$ cat src/hw/rtl/usmg_pkg.sv
// Shared types, constants and helper functions of the UV sphere mesh generator.
package usmg_pkg;

  // Build defaults
  localparam int MAX_LINES_DEF    = 256;
  localparam int CORDIC_STEPS_DEF = 16;
  localparam int ATAN_ENTRIES     = 24;

  // Widths of the walk counters and the shared step counter
  localparam int CNT_W     = 9;
  localparam int STEP_W    = 5;
  localparam int DIV_STEPS = 32;

  localparam logic [CNT_W-1:0] LINES_RESET = 9'd16;

  // Fixed-point constants (Q2.30; QUARTER_TURN is a fraction of 2^32 per turn, ONE_Q14 is Q2.14)
  localparam logic signed [33:0] GAIN_INV    = 34'sh026DD3B6A;
  localparam logic        [30:0] HALF_PI_Q30 = 31'd1686629713;
  localparam logic        [31:0] QUARTER_TURN = 32'h4000_0000;
  localparam logic signed [35:0] ROUND_Q14   = 36'sd32768;
  localparam logic signed [35:0] ONE_Q14     = 36'sd16384;

  // Register indexes on the configuration port
  localparam logic REG_LAT_LINES = 1'b0;
  localparam logic REG_LON_LINES = 1'b1;

  typedef enum logic [3:0] {
    ST_IDLE,
    ST_DIV_I,
    ST_DIV_J_SET,
    ST_DIV_J,
    ST_ROT_U_SET,
    ST_ROT_U,
    ST_ROT_V_SET,
    ST_ROT_V,
    ST_MUL_X,
    ST_MUL_Y,
    ST_EMIT
  } state_t;

  // Commands from the controller to the datapath
  typedef struct packed {
    logic              div_load_i;
    logic              div_load_j;
    logic              div_step;
    logic              rot_load_u;
    logic              rot_load_v;
    logic              rot_step;
    logic              mul_x;
    logic              mul_y;
    logic              emit;
    logic [STEP_W-1:0] step;
  } ctrl_cmd_t;

  // Status from the datapath to the controller
  typedef struct packed {
    logic tri_phase;
    logic out_free;
  } ctrl_stat_t;

  // Arctangent of 2^-k in Q2.30
  function automatic logic signed [33:0] atan_q30(input logic [STEP_W-1:0] k);
    logic signed [33:0] a;
    case (k)
      5'd0:    a = 34'sh03243F6A8;
      5'd1:    a = 34'sh01DAC6705;
      5'd2:    a = 34'sh00FADBAFC;
      5'd3:    a = 34'sh007F56EA6;
      5'd4:    a = 34'sh003FEAB76;
      5'd5:    a = 34'sh001FFD55B;
      5'd6:    a = 34'sh000FFFAAA;
      5'd7:    a = 34'sh0007FFF55;
      5'd8:    a = 34'sh0003FFFEA;
      5'd9:    a = 34'sh0001FFFFD;
      5'd10:   a = 34'sh0000FFFFF;
      5'd11:   a = 34'sh00007FFFF;
      5'd12:   a = 34'sh00003FFFF;
      5'd13:   a = 34'sh00001FFFF;
      5'd14:   a = 34'sh00000FFFF;
      5'd15:   a = 34'sh000007FFF;
      5'd16:   a = 34'sh000003FFF;
      5'd17:   a = 34'sh000001FFF;
      5'd18:   a = 34'sh000000FFF;
      5'd19:   a = 34'sh0000007FF;
      5'd20:   a = 34'sh0000003FF;
      5'd21:   a = 34'sh0000001FF;
      5'd22:   a = 34'sh0000000FF;
      5'd23:   a = 34'sh00000007F;
      default: a = 34'sh000000000;
    endcase
    return a;
  endfunction

  // Q2.30 to Q2.14 with rounding and clamp to [-1, 1]
  function automatic logic [15:0] to_q14(input logic signed [35:0] v);
    logic signed [35:0] t;
    t = (v + ROUND_Q14) >>> 16;
    if (t > ONE_Q14) t = ONE_Q14;
    if (t < -ONE_Q14) t = -ONE_Q14;
    return t[15:0];
  endfunction

endpackage

$ cat src/hw/rtl/usmg_ctrl.sv
// Controller state machine: sequences division, rotation, multiply and emit steps.
module usmg_ctrl #(
  parameter int CORDIC_STEPS = usmg_pkg::CORDIC_STEPS_DEF
) (
  input  logic                  clk,
  input  logic                  rst_n,
  input  logic                  in_valid,
  input  logic                  in_advance,
  output logic                  in_ready,
  input  usmg_pkg::ctrl_stat_t  stat,
  output usmg_pkg::ctrl_cmd_t   cmd
);
  import usmg_pkg::*;

  localparam int ROT_N = (CORDIC_STEPS > ATAN_ENTRIES) ? ATAN_ENTRIES : CORDIC_STEPS;
  localparam logic [STEP_W-1:0] ROT_LAST = STEP_W'(ROT_N - 1);
  localparam logic [STEP_W-1:0] DIV_LAST = STEP_W'(DIV_STEPS - 1);

  state_t            state_r, state_nxt;
  logic [STEP_W-1:0] step_r, step_nxt;

  // Hold state and step count
  always_ff @(posedge clk) begin
    if (!rst_n) begin
      state_r <= ST_IDLE;
      step_r  <= '0;
    end else begin
      state_r <= state_nxt;
      step_r  <= step_nxt;
    end
  end

  // Next state and commands
  always_comb begin
    state_nxt = state_r;
    step_nxt  = step_r;
    in_ready  = 1'b0;
    cmd       = '0;
    cmd.step  = step_r;
    case (state_r)
      ST_IDLE: begin
        in_ready = 1'b1;
        if (in_valid && in_advance) begin
          if (stat.tri_phase) begin
            state_nxt = ST_EMIT;
          end else begin
            cmd.div_load_i = 1'b1;
            step_nxt       = '0;
            state_nxt      = ST_DIV_I;
          end
        end
      end
      ST_DIV_I: begin
        cmd.div_step = 1'b1;
        step_nxt     = step_r + 1'b1;
        if (step_r == DIV_LAST) state_nxt = ST_DIV_J_SET;
      end
      ST_DIV_J_SET: begin
        cmd.div_load_j = 1'b1;
        step_nxt       = '0;
        state_nxt      = ST_DIV_J;
      end
      ST_DIV_J: begin
        cmd.div_step = 1'b1;
        step_nxt     = step_r + 1'b1;
        if (step_r == DIV_LAST) state_nxt = ST_ROT_U_SET;
      end
      ST_ROT_U_SET: begin
        cmd.rot_load_u = 1'b1;
        step_nxt       = '0;
        state_nxt      = ST_ROT_U;
      end
      ST_ROT_U: begin
        cmd.rot_step = 1'b1;
        step_nxt     = step_r + 1'b1;
        if (step_r == ROT_LAST) state_nxt = ST_ROT_V_SET;
      end
      ST_ROT_V_SET: begin
        cmd.rot_load_v = 1'b1;
        step_nxt       = '0;
        state_nxt      = ST_ROT_V;
      end
      ST_ROT_V: begin
        cmd.rot_step = 1'b1;
        step_nxt     = step_r + 1'b1;
        if (step_r == ROT_LAST) state_nxt = ST_MUL_X;
      end
      ST_MUL_X: begin
        cmd.mul_x = 1'b1;
        state_nxt = ST_MUL_Y;
      end
      ST_MUL_Y: begin
        cmd.mul_y = 1'b1;
        state_nxt = ST_EMIT;
      end
      ST_EMIT: begin
        if (stat.out_free) begin
          cmd.emit  = 1'b1;
          state_nxt = ST_IDLE;
        end
      end
      default: state_nxt = ST_IDLE;
    endcase
  end

endmodule

$ cat config.mk
export PLATFORM = sky130hd
export DESIGN_NAME = usmg_ctrl
export DESIGN_NICKNAME = d
export VERILOG_FILES = /design/src/hw/rtl/usmg_pkg.sv /design/src/hw/rtl/usmg_ctrl.sv
export SDC_FILE = /design/constraint.sdc
export NUM_CORES = 1
export LEC_CHECK = 0
export ABC_CLOCK_PERIOD_IN_PS = 2400
export BUFFER_PORTS_ARGS = -buffer_cell sky130_fd_sc_hd__buf_2
export CORE_MARGIN = 1
export CORE_UTILIZATION = 48
export DETAILED_ROUTE_END_ITERATION = 7
export PLACE_DENSITY = 0.76
export SLEW_MARGIN = 20
export SYNTH_ARGS = -nofsm -noshare
export SYNTH_HDL_FRONTEND = slang
export SYNTH_SLANG_ARGS = --single-unit
$ cat constraint.sdc
create_clock -name clk -period 2.4 [get_ports clk]
set_input_delay 0.24 -clock clk [delete_from_list [all_inputs] [get_ports clk]]
set_output_delay 0.24 -clock clk [all_outputs]
set_load 0.01 [all_outputs]
Word-level counts from Yosys, hierarchy flattened:

Index checks and enable logic that the tools add are counted.

* word-level logic and storage cells: 55
* memories: 0
* bits in read-only memories: 0
* bits in latches: 0
* bits of input ports: 6
* register bits after elaboration: 9
* bits in writable memories: 0

* multiplexer cells: 24
* shifts and indexed selects: 0
* $mul: 0
* add/subtract/negate cells: 1
* div/mod/pow operators: 0
* $lt $le $gt $ge: 0
* reductions and logical operators: 9
* eq/ne operators: 19
* bitwise operators: 0

Operators with widths (count)
* 4-bit case mux with 11 select lines: 1
* 4-bit 2-to-1 mux: 7
* 4-bit by 3-bit equality test with 1-bit output, second input constant: 4
* 5-bit case mux with 3 select lines: 1
* 2-bit inequality test, second input constant: 7
* 1-bit 2-to-1 mux: 13
* 4-bit equality test, second input constant: 3
* 5-bit 2-to-1 mux: 2
* 4-bit by 2-bit equality test with 1-bit output, second input constant: 2
* 6-bit AND reduction: 1
* 5-bit by 1-bit adder with 5-bit output, second input constant: 1
* 5-bit by 4-bit equality test with 1-bit output, second input constant: 1
* 5-bit equality test, second input constant: 1
* 4-bit by 1-bit equality test with 1-bit output, second input constant: 1
* 4-bit logical NOT: 1
* 2-bit OR reduction: 2
* 4-bit OR reduction: 1
* 3-bit AND reduction: 1
* 3-bit nonzero test: 1
* 3-bit OR reduction: 1
* 1-bit logical AND: 1

Logic depth before layout (Yosys ltp):

Gate-level depths: netlist of run 1.

* word-level depth: 4
* mapped depth: 7
* mapped depth without buffers: 7

Worst setup path after synthesis of run 1:

No wires, ideal clock.

* kind: register to register
* start point: register step_r[0]
* end point: register state_r[2]
* slack: 0.449 ns
* setup time: 0.130 ns
* stages on the path, launching flop included: 8
* arrival: 1.821 ns
* data required time: 2.270 ns
* path buffers: 0
* clock period less this slack: 1.951 ns
* path through: dfxtp_1 > ha_1 > and3_1 > ha_1 > mux2_1 > or3_4 > a41oi_1 > nor3b_1

* cells in the longest elaborated chain, start to end: 3
* elaborated cells on any way between the ends: 7
* those cells by class: 6 x eq/ne; 1 x reduce/logical

Ends and longest elaborated chain
* start: declaration: line usmg_ctrl.sv:20 `logic [STEP_W-1:0] step_r, step_nxt;`
* start signal: assignment: line usmg_ctrl.sv:29 `step_r <= step_nxt;`
* 5-bit by 4-bit equality test with 1-bit output / 5-bit equality test (equally long branches)
* 2-bit inequality test (no line)
* 6-bit AND reduction (no line) (*)
* end signal: assignment: line usmg_ctrl.sv:28 `state_r <= state_nxt;`
* end: declaration: line usmg_ctrl.sv:19 `state_t state_r, state_nxt;`

Mark *: on every way between the ends. The rest lies on a longest branch, timed or not.
A chain may end at the register's enable or synchronous reset.

Final worst setup path of run 1:

Same ends and word-level chain as after synthesis.

==> results.md, run 1 <==
- Status: completed
- Non-Filler Instances: 115
- Num rows: 12
- Worst setup path class: flip-flop to flip-flop
- Placed Area: 748.2 sq um
- Hold buffers post-CTS: 0
- Final hold viol count: 0
- Core area: 1186 sq um
- Placer Congestion: 0.7546
- Pwr per Cell Area: 974.3 nW/um^2
- Netlist cell types: 32
- Fmax: 0.4848 GHz
- Register area: 180.2 sq um
- Fraction of registers with async set/reset: 0
- Placed Instances: 111
- Post-route ant nets: 0
- Power after layout: 754.6 uW
- Dpl hpwl: 1052 microns
- Clk root buf: clkbuf_4
- Syn-to-layout area delta: 18.58%
- Initial antenna violation count: 0
- Clock share of power: 0.164
- Htree depth: 1
- Cell area after layout: 774.5 sq um
- Port bufs: 20
- Final hold slack: 0.2977 ns
- Hold Path Class: primary input to flip-flop
- Cell count after synthesis: 82
- WL per Instance: 13.30 microns
- # nets final: 111
- Setup tns final: 0 ns
- Max-cap viol count: 0
- Synthesized area per cell: 7.965 sq um
- Worst path bufs/invs: 0
- Commonest non-fill, non-tap cell in the layout: buf_2
- Setup crit end kind: flip-flop
- WP data required: 2.53 ns
- Post-layout minimum cycle time: 2.063 ns
- Worst Tran Pin Value: 0.6164 ns
- Number of synthesized flops with an enable pin: 0
- DRT Wirelength: 1529 microns
- GRT overflow: 0
- # diodes: 0
- Most frequent CP cell: ha_1
- Vias in the first global route: 570
- Slowest stage cell on the critical path: dfxtp_1
- Combinational power share: 0.469
- CTS resizes: 0
- Sw Ratio: 0.4554
- Slew Limit Headroom: 0.5885
- Setup violations, final: 0
- Register share of total power: 0.367
- P_int: 411.0 uW
- Latest clock arrival within the worst-skew pair: 0.27 ns
- DRT iter0 DRCs: 22
- Die Y: 38.89 microns
- Maximum vdd drop: 637.7 uV
- WP data arrival: 2.19 ns
- Initial Util: 0.5506
- Via density: 6.035
- Fin Clk Skew: 0.002562 ns
- Drc violations: 0
- Largest delay contributor family on the critical path: simple AND/OR/NAND/NOR gates
- Post-CTS setup buffer count: 0
- Psw: 343.6 uW
- Max Slew Vio Count: 0
- Period utilization: 0.8595
- Ys flop type: dfxtp_1
- Share of layout cells above drive strength 1: 0.2772
- Type of origin of the critical path: flip-flop
- Die W: 38.89 microns
- Crit-path max cell delay: 0.35 ns
- Synth warnings: 0
- Die Area: 1512 sq um
- Clock Pin Slew Worst Setup and Hold Paths: 0.07 ns
- Most frequent cells in the layout: buf_2 (20), nor3_1 (9), dfxtp_1 (9)
- Fill cells: 117
- Leakage: 0.0003408 uW
- CP Max Fanout: 5
- CTS tree: yes
- Total Routing Usage GR: 0.2467
- Synthesis-stage register bit count: 9
- Post-synthesis sequential area ratio: 0.2759
- Largest net degree at the start of global routing: 20
- Multi-input logic area: 435.4 sq um
- Cells along the critical path: ha_1, and3_1, ha_1, mux2_1, or3_4, a41oi_1, nor3b_1
- RSZ-0062 raised after global routing: no
- IO Pins: 21
- Mapped Area: 653.1 sq um
- Num CTS Buffers: 3
- Syn nets: 91
- DRT Pass-1 Iters: 4
- Global-route wire length before repair: 2435 microns
- CTS Sinks: 9
- Via count: 694
- Longest Clk Path Bufs: 2
-- per-layer routing --
layer	global-route usage	share of wire	vias up
met4	0.1293	0.0072	0
met3	0.06936	0.056	2
met2	0.3792	0.45	24
li1	-	-	340
met5	0	0	-
met1	0.3077	0.49	328
-- cell families after synthesis --
| group | count (synthesis) | synth area share |
|---|---|---|
| compound gates | 19 | 0.1954 |
| flops | 9 | 0.2759 |
| mux | 4 | 0.06705 |
| simple gates | 38 | 0.3467 |
| buf+inv | 9 | 0.05746 |
| fa+ha+maj | 3 | 0.05748 |
-- sequential cells by signal, indices dropped and copies added, names as in the netlist --
signal   flops
state_r      4
step_r       5
-- layout make-up --
| cell class | instances | share of cell area |
|---|---|---|
| well taps | 14 | 0.02262 |
| flip-flops and latches | 9 | 0.2326 |
| inverters | 4 | 0.01939 |
| clock buffers | 4 | 0.03393 |
| multi-input cells | 64 | 0.5622 |
| repair buffers | 20 | 0.1292 |
-- per-stage QoR --
stage | utilization | setup slack, ns
after floorplan | - | 0.4493
after global placement | 0.6308 | 0.4417
after detailed placement | 0.6308 | 0.3510
after CTS | 0.6530 | 0.3392
after global routing | 0.6530 | 0.2030
final | 0.6530 | 0.3373
-- cell usage after synthesis (2+ instances only) --
master | instances | area (sq um)
nand3b_1 | 2 | 15.01
buf_2 | 3 | 15.01
a21oi_1 | 6 | 30.03
nand2_1 | 4 | 15.01
clkbuf_1 | 2 | 7.510
a22oi_1 | 2 | 15.01
nor3b_1 | 4 | 30.03
inv_1 | 4 | 15.01
ha_1 | 3 | 37.54
nor2_1 | 5 | 18.77
a31oi_1 | 2 | 12.51
dfxtp_1 | 9 | 180.2
mux2_2 | 2 | 22.52
nor2b_1 | 4 | 25.02
nor3_1 | 9 | 45.04
nand2b_1 | 4 | 25.02
a21boi_0 | 2 | 15.01
-- worst paths after layout --
check | start | end | slack (ns) | cells past startpoint
worst max-delay path | step_r[0] | state_r[2] | 0.34 | 7
worst min-delay path | rst_n | step_r[1] | 0.30 | 2
worst max register to register | step_r[0] | state_r[2] | 0.34 | 7
worst min register to register | step_r[1] | step_r[1] | 0.51 | 2
-- power groups by stage --
stage	Sequential, uW	Clock (uW)	Combinational [uW]
floorplan	212	0	318
global placement	277	0	344
detailed placement	277	0	351
CTS	274	129	353
global route	288	132	393
finish	277	124	354
Note: power is estimated with default switching activity, not from simulation.
==> inputs of run 2 (changes only) <==
--- a/config.mk
+++ b/config.mk
@@ -10,7 +10,7 @@
 export CORE_MARGIN = 1
 export CORE_UTILIZATION = 48
 export DETAILED_ROUTE_END_ITERATION = 7
-export PLACE_DENSITY = 0.76
+export PLACE_DENSITY = 0.8
 export SLEW_MARGIN = 20
 export SYNTH_ARGS = -nofsm -noshare
 export SYNTH_HDL_FRONTEND = slang
==> run 2 against run 1 <==
Via count fell by 1.0%. Clock power down 5%. Final cell count increased by 0.87%. Critical path depth unchanged. Power rose by 0.13%. Wire length shrank 3.3%. Sequential cell count stayed put. Sequential power decreased by 12%. Design area is 0.97% higher. Non-clock buffer count rose by 1. Count of clock-buffer cells in the layout unchanged.
==> results.md, run 2 (synthesis results as in run 1) <==
- Setup WS post-layout: 0.3560 ns (+0.01875 ns)
- Total Routing Usage GR: 0.2365 (-0.01021)
- Type of origin of the critical path: flip-flop
- WL per Instance: 12.74 microns (-4.2%)
- Slowest stage cell on the critical path: or3_4
- Dpl hpwl: 1023 microns (-2.7%)
- Placed Instances: 112 (+0.90%)
- Commonest non-fill, non-tap cell in the layout: buf_2
- Worst path bufs/invs: 0 (unchanged)
- Slew Limit Headroom: 0.6075 (+0.01895)
- Clock share of power: 0.157 (-0.007)
- Psw: 335.3 uW (-2.4%)
- Global-route wire length before repair: 2352 microns (-3.4%)
- CTS Sinks: 9 (unchanged)
- Fin Clk Skew: 0.007555 ns (+0.004993 ns)
- Post-route ant nets: 0 (unchanged)
- Largest register FFs: 5 (unchanged)
- Setup tns final: 0 ns (unchanged)
- Num CTS Buffers: 3 (unchanged)
- WP data arrival: 2.17 ns (-0.02 ns)
- Largest net degree at the start of global routing: 20 (unchanged)
- DRT Pass-1 Iters: 4 (unchanged)
- IO Pins: 21 (unchanged)
- Hold buffers post-CTS: 0 (unchanged)
- Worst setup path class: flip-flop to flip-flop
- Pwr per Cell Area: 966.2 nW/um^2 (-0.83%)
- Clk root buf: clkbuf_4
- Vias in the first global route: 538 (-5.6%)
- Port bufs: 20 (unchanged)
- DRT Wirelength: 1478 microns (-3.3%)
- Largest registers: step_r x5, state_r x4
- Via density: 5.922 (-1.9%)
- Clock Pin Slew Worst Setup and Hold Paths: 0.06 ns (about the same)
- Syn-to-layout area delta: 19.73%
- Placed Area: 755.7 sq um (+1.0%)
- CTS resizes: 0 (unchanged)
- Pre-CTS setup slack: 0.3652 ns (+0.01415 ns)
- Post-layout minimum cycle time: 2.044 ns (-0.01876 ns)
- Largest Register: step_r
- Max Slew Vio Count: 0 (unchanged)
- Register share of total power: 0.323 (-0.044)
- Die W: 38.89 microns (unchanged)
- Leakage: 0.0003459 uW (+1.5%)
- Fmax: 0.4892 GHz (+0.92%)
- Drc violations: 0 (unchanged)
- # diodes: 0 (unchanged)
- RSZ-0062 raised after global routing: no
- Setup violations, final: 0 (unchanged)
- Fill cells: 118 (+0.85%)
- Core area: 1186 sq um (unchanged)
- P_int: 420.3 uW (+2.3%)
- CP Max Fanout: 5 (unchanged)
- Status: completed
- Longest Clk Path Bufs: 2 (unchanged)
- Sw Ratio: 0.4437 (-0.01167)
- Crit-path max cell delay: 0.35 ns (about the same)
- CTS tree: yes
- Via count: 687 (-1.0%)
- Initial antenna violation count: 0 (unchanged)
- Cell area after layout: 782.0 sq um (+0.97%)
- Hold Path Class: primary input to flip-flop
- Htree depth: 1 (unchanged)
- Post-CTS setup buffer count: 0 (unchanged)
- Most frequent cells in the layout: buf_2 (20), nor3_1 (9), dfxtp_1 (9)
- Share of layout cells above drive strength 1: 0.2843 (+0.007086)
- Setup crit end kind: flip-flop
- # nets final: 112 (+0.90%)
- Final hold slack: 0.3072 ns (+0.009538 ns)
- Initial Util: 0.5506 (unchanged)
- Die Y: 38.89 microns (unchanged)
- Multi-input logic area: 435.4 sq um (unchanged)
- Combinational power share: 0.520 (+0.051)
- Cells along the critical path: ha_1, and3_1, ha_1, mux2_1, or3_4, a41oi_1, nor3b_1
- Placer Congestion: 0.7460 (-1.1%)
- Worst Tran Pin Value: 0.5880 ns (-0.02838 ns)
- Most frequent CP cell: ha_1
- Maximum vdd drop: 642.1 uV (+0.68%)
- Max-cap viol count: 0 (unchanged)
- Num rows: 12 (unchanged)
- WP data required: 2.53 ns (about the same)
- Non-Filler Instances: 116 (+0.87%)
- Period utilization: 0.8517 (-0.007815)
- Die Area: 1512 sq um (unchanged)
- Final hold viol count: 0 (unchanged)
- Register area: 180.2 sq um (unchanged)
- DRT iter0 DRCs: 19 (-14%)
- Largest delay contributor family on the critical path: simple AND/OR/NAND/NOR gates
- GRT overflow: 0 (unchanged)
- Latest clock arrival within the worst-skew pair: 0.26 ns (about the same)
## run 2: cell types whose count changed in the layout (fill, tap and decap cells not counted)
| cell | before | now |
|---|---|---|
| buf_4 | 0 | 1 |
## run 2: final cells by class
type	instances	area share
well taps	14	0.02240
repair buffers	21	0.1376
inverters	4	0.01920
flip-flops and latches	9	0.2304
multi-input cells	64	0.5568
clock buffers	4	0.03360
## run 2: worst paths after layout
check	from	end	slack (ns)	cells after the start
worst max-delay path	step_r[0]	state_r[2]	0.36	7
worst min-delay path	rst_n	step_r[3]	0.31	2
worst max register to register	step_r[0]	state_r[2]	0.36	7
worst min register to register	step_r[1]	step_r[1]	0.49	2
## run 2: metrics by stage
| stage | power (uW) | utilization |
|---|---|---|
| detailed placement | 638.9 | 0.6371 |
| CTS | 762.4 | 0.6593 |
| global route | 821.0 | 0.6593 |
| global placement | 633.5 | 0.6371 |
| finish | 755.6 | 0.6593 |
| floorplan | 529.8 | - |
## run 2: power by group through the flow
| stage | registers [uW] | logic [uW] | clock network (uW) |
|---|---|---|---|
| final | 244 | 393 | 118 |
| after detailed placement | 247 | 392 | 0 |
| after floorplan | 212 | 318 | 0 |
| after global placement | 245 | 389 | 0 |
| after global routing | 253 | 435 | 133 |
| after CTS | 244 | 392 | 126 |
## run 2: routing by layer
| metal | vias up | share of wire | track usage |
|---|---|---|---|
| li1 | 340 | - | - |
| met1 | 329 | 0.48 | 0.3134 |
| met2 | 18 | 0.47 | 0.3375 |
| met3 | 0 | 0.051 | 0.1040 |
| met4 | 0 | 0 | 0.07759 |
| met5 | - | 0 | 0 |
==> inputs of run 3 (changes only) <==
--- a/config.mk
+++ b/config.mk
@@ -5,6 +5,7 @@
 export SDC_FILE = /design/constraint.sdc
 export NUM_CORES = 1
 export LEC_CHECK = 0
+export ABC_AREA = 1
 export ABC_CLOCK_PERIOD_IN_PS = 2400
 export BUFFER_PORTS_ARGS = -buffer_cell sky130_fd_sc_hd__buf_2
 export CORE_MARGIN = 1
==> run 3 against run 2 <==
Worst hold slack got worse by 0.068 ns. Global-route usage fell by 1.5 points. Die area rose by 1.1%. Power rose by 5.0%. Count of clock-buffer cells in the layout did not move. Sequential cell count did not move. Critical path type unchanged. Highest routed layer unchanged.
==> results.md, run 3 <==
- Maximum vdd drop: 641.1 uV (-0.16%)
- Top-area cell type share of the netlist area: 0.2727 (-0.003135)
- Top cells by area, synth: dfxtp_1 (27%), nand2_1 (15%), inv_1 (9.7%), a21oi_1 (6.8%), ha_1 (5.7%)
- Placed Area: 768.2 sq um (+1.7%)
- Number of synthesized flops with an enable pin: 0 (unchanged)
- WL per Instance: 10.35 microns (-19%)
- Largest Register: step_r
- Setup crit end kind: flip-flop
- Slowest stage cell on the critical path: dfxtp_1
- Synth area leader: dfxtp_1
- CTS Sinks: 9 (unchanged)
- Fmax: 0.6213 GHz (+27%)
- Die Area: 1529 sq um (+1.1%)
- Post-layout minimum cycle time: 1.609 ns (-0.4346 ns)
- Worst path bufs/invs: 1 (+1)
- Non-Filler Instances: 141 (+22%)
- Max-cap viol count: 0 (unchanged)
- GRT overflow: 0 (unchanged)
- Hold buffers post-CTS: 0 (unchanged)
- WP data arrival: 1.80 ns (-0.37 ns)
- Syn nets: 112 (+23%)
- CP Depth: 10 (+3)
- R2r startpoint: step_r[0]
- Share of layout cells above drive strength 1: 0.2857 (+0.001401)
- Placed Instances: 137 (+22%)
- Pre-CTS setup slack: 0.7888 ns (+0.4237 ns)
- CTS resizes: 0 (unchanged)
- Synth cell count leaders: nand2_1 (27), inv_1 (17), a21oi_1 (9), dfxtp_1 (9)
- Syn-to-layout area delta: 20.27%
- Largest delay contributor family on the critical path: simple AND/OR/NAND/NOR gates
- Vias in the first global route: 581 (+8.0%)
- Largest net degree at the start of global routing: 10 (-50%)
- Via density: 5.021 (-15%)
- Pwr per Cell Area: 998.4 nW/um^2 (+3.3%)
- Num CTS Buffers: 3 (unchanged)
- Synth warnings: 0 (unchanged)
- Setup slack, reg-to-reg: 0.79 ns (+0.43 ns)
- Global-route wire length before repair: 2304 microns (-2.0%)
- Drc violations: 0 (unchanged)
- CP Max Fanout: 5 (unchanged)
- # diodes: 0 (unchanged)
- Commonest non-fill, non-tap cell in the layout: nand2_1
- Leakage: 0.0004314 uW (+25%)
- Multi-input logic area: 394.1 sq um (-9.5%)
- Initial Util: 0.5141 (-0.03651)
- Period utilization: 0.6706 (-0.1811)
- Largest register FFs: 5 (unchanged)
- Most common cell in the netlist: nand2_1
- Hold Path Class: primary input to flip-flop
- Ys flop type: dfxtp_1
- Most frequent CP cell: nand2_1
- Via count: 708 (+3.1%)
- Final core utilization: 0.6183 (-0.04098)
- Longest Clk Path Bufs: 2 (unchanged)
- Met1 global-route usage: 0.2692 (-0.04415)
- Port bufs: 20 (unchanged)
- Mapped Area: 660.6 sq um (+1.1%)
- IO Pins: 21 (unchanged)
- WP data required: 2.59 ns (+0.06 ns)
- Core area: 1285 sq um (+8.3%)
- Slew Limit Headroom: 0.7574 (+0.1500)
- Type of origin of the critical path: flip-flop
- Met3 Use GR: 0.08671 (-0.01734)
- Post-synthesis sequential area ratio: 0.2727 (-0.003135)
- Fin Clk Skew: 0.002821 ns (-0.004734 ns)
- Dpl hpwl: 1159 microns (+13%)
- Die Y: 39.10 microns (+0.55%)
- Setup violations, final: 0 (unchanged)
- Die W: 39.10 microns (+0.55%)
- Netlist cell types: 21 (-34%)
- RSZ-0062 raised after global routing: no
- Worst R2R End: state_r[1]
- Fraction of registers with async set/reset: 0 (unchanged)
- Largest registers: step_r x5, state_r x4
- Initial antenna violation count: 0 (unchanged)
- Num rows: 13 (+1)
- # nets final: 136 (+21%)
- Post-CTS setup buffer count: 0 (unchanged)
- GR Layer Usage met2: 0.3833 (+0.04583)
- Max Slew Vio Count: 0 (unchanged)
- Worst Tran Pin Value: 0.3634 ns (-0.2246 ns)
- Latest clock arrival within the worst-skew pair: 0.25 ns (about the same)
- Clk root buf: clkbuf_4
- Status: completed
- Setup WS post-layout: 0.7906 ns (+0.4346 ns)
- DRT Wirelength: 1460 microns (-1.2%)
- Final hold viol count: 0 (unchanged)
- Htree depth: 1 (unchanged)
- Worst setup path class: flip-flop to flip-flop
- Crit-path max cell delay: 0.39 ns (+0.04 ns)
- Most frequent cells in the layout: nand2_1 (27), buf_2 (20), inv_1 (17)
- Setup tns final: 0 ns (unchanged)
- R2R depth: 10 (+3)
- DRT Pass-1 Iters: 4 (unchanged)
- Placer Congestion: 0.8001 (+7.3%)
- CTS tree: yes
- Cell area after layout: 794.5 sq um (+1.6%)
- Fill cells: 129 (+9.3%)
- Setup crit end: state_r[1]
- Beginning of the critical path: step_r[0]
- Total Routing Usage GR: 0.2216 (-0.01494)
- Register area: 180.2 sq um (unchanged)
- Clock Pin Slew Worst Setup and Hold Paths: 0.06 ns (about the same)
- Cell count after synthesis: 103 (+26%)
- GRT busiest layer: met2
- Synthesized area per cell: 6.414 sq um (-19%)
- Post-route ant nets: 0 (unchanged)
- Cells along the critical path: ha_1, nand2_1, nor2_1, ha_1, inv_1, nand3_1, nand2_1, nor2_2, nand2_1, a21oi_2
- Synthesis-stage register bit count: 9 (unchanged)
- DRT iter0 DRCs: 25 (+6)
==> run 3: cell types whose count changed after synthesis, sizes merged, moves of 5 or more <==
cell / change
nand2: +24
nand3: +7
nor3: -8
a21oi: +5
nor2: +6
inv: +16
==> run 3: how the worst min path moves through the flow <==
stage | from | end | slack, ns | cells past startpoint
2_1_floorplan | rst_n | state_r[3] | 0.38 | 2
3_3_place_gp | step_r[3] | step_r[3] | 0.46 | 2
3_5_place_dp | step_r[3] | step_r[3] | 0.48 | 2
4_1_cts | rst_n | state_r[3] | 0.23 | 3
5_1_grt | rst_n | state_r[3] | 0.25 | 3
6_report | rst_n | state_r[3] | 0.24 | 3
==> run 3: area by class of cell <==
cell class / instances / share of cell area
Clock buffer: 4 / 0.03307
Tap cell: 15 / 0.02362
Timing Repair Buffer: 20 / 0.1260
Multi-Input combinational cell: 73 / 0.4961
Sequential cell: 9 / 0.2268
Inverter: 20 / 0.09449
==> run 3: cells by family after synthesis <==
logic type                 Yosys count  share of synthesized area
xor gates and xnor gates             2                    0.02652
and+or+nand+nor                     52                     0.3693
DFF                                  9                     0.2727
AOI/OAI and AO/OA                   16                     0.1439
adders and majority gates            3                    0.05682
buffers and inverters               21                     0.1307
==> run 3: worst reg2reg max path, stage by stage (launching register included) <==
cell and delay [ns]:
dfxtp_1 0.39, ha_1 0.20, nand2_1 0.06, nor2_1 0.15, ha_1 0.16, inv_1 0.03
nand3_1 0.08, nand2_1 0.10, nor2_2 0.17, nand2_1 0.08, a21oi_2 0.12
==> run 3: routing by layer <==
metal  part of all wire  up-vias
li1                   -      372
met1               0.44      319
met2               0.51       17
met3              0.047        0
met4                  0        0
met5                  0        -
==> run 3: per-stage QoR <==
| step | hold WS, ns | power [uW] |
|---|---|---|
| after global placement | 0.4642 | 675.0 |
| after global routing | 0.2464 | 869.7 |
| after floorplan | 0.3784 | 578.6 |
| final | 0.2389 | 793.2 |
| after detailed placement | 0.4768 | 682.8 |
| after CTS | 0.2340 | 796.0 |
==> run 3: where the power goes <==
part           total [uW]  internal (uW)  switching [uW]
logic                 445            156             289
clock network         111           63.7            47.0
registers             237            179            58.1
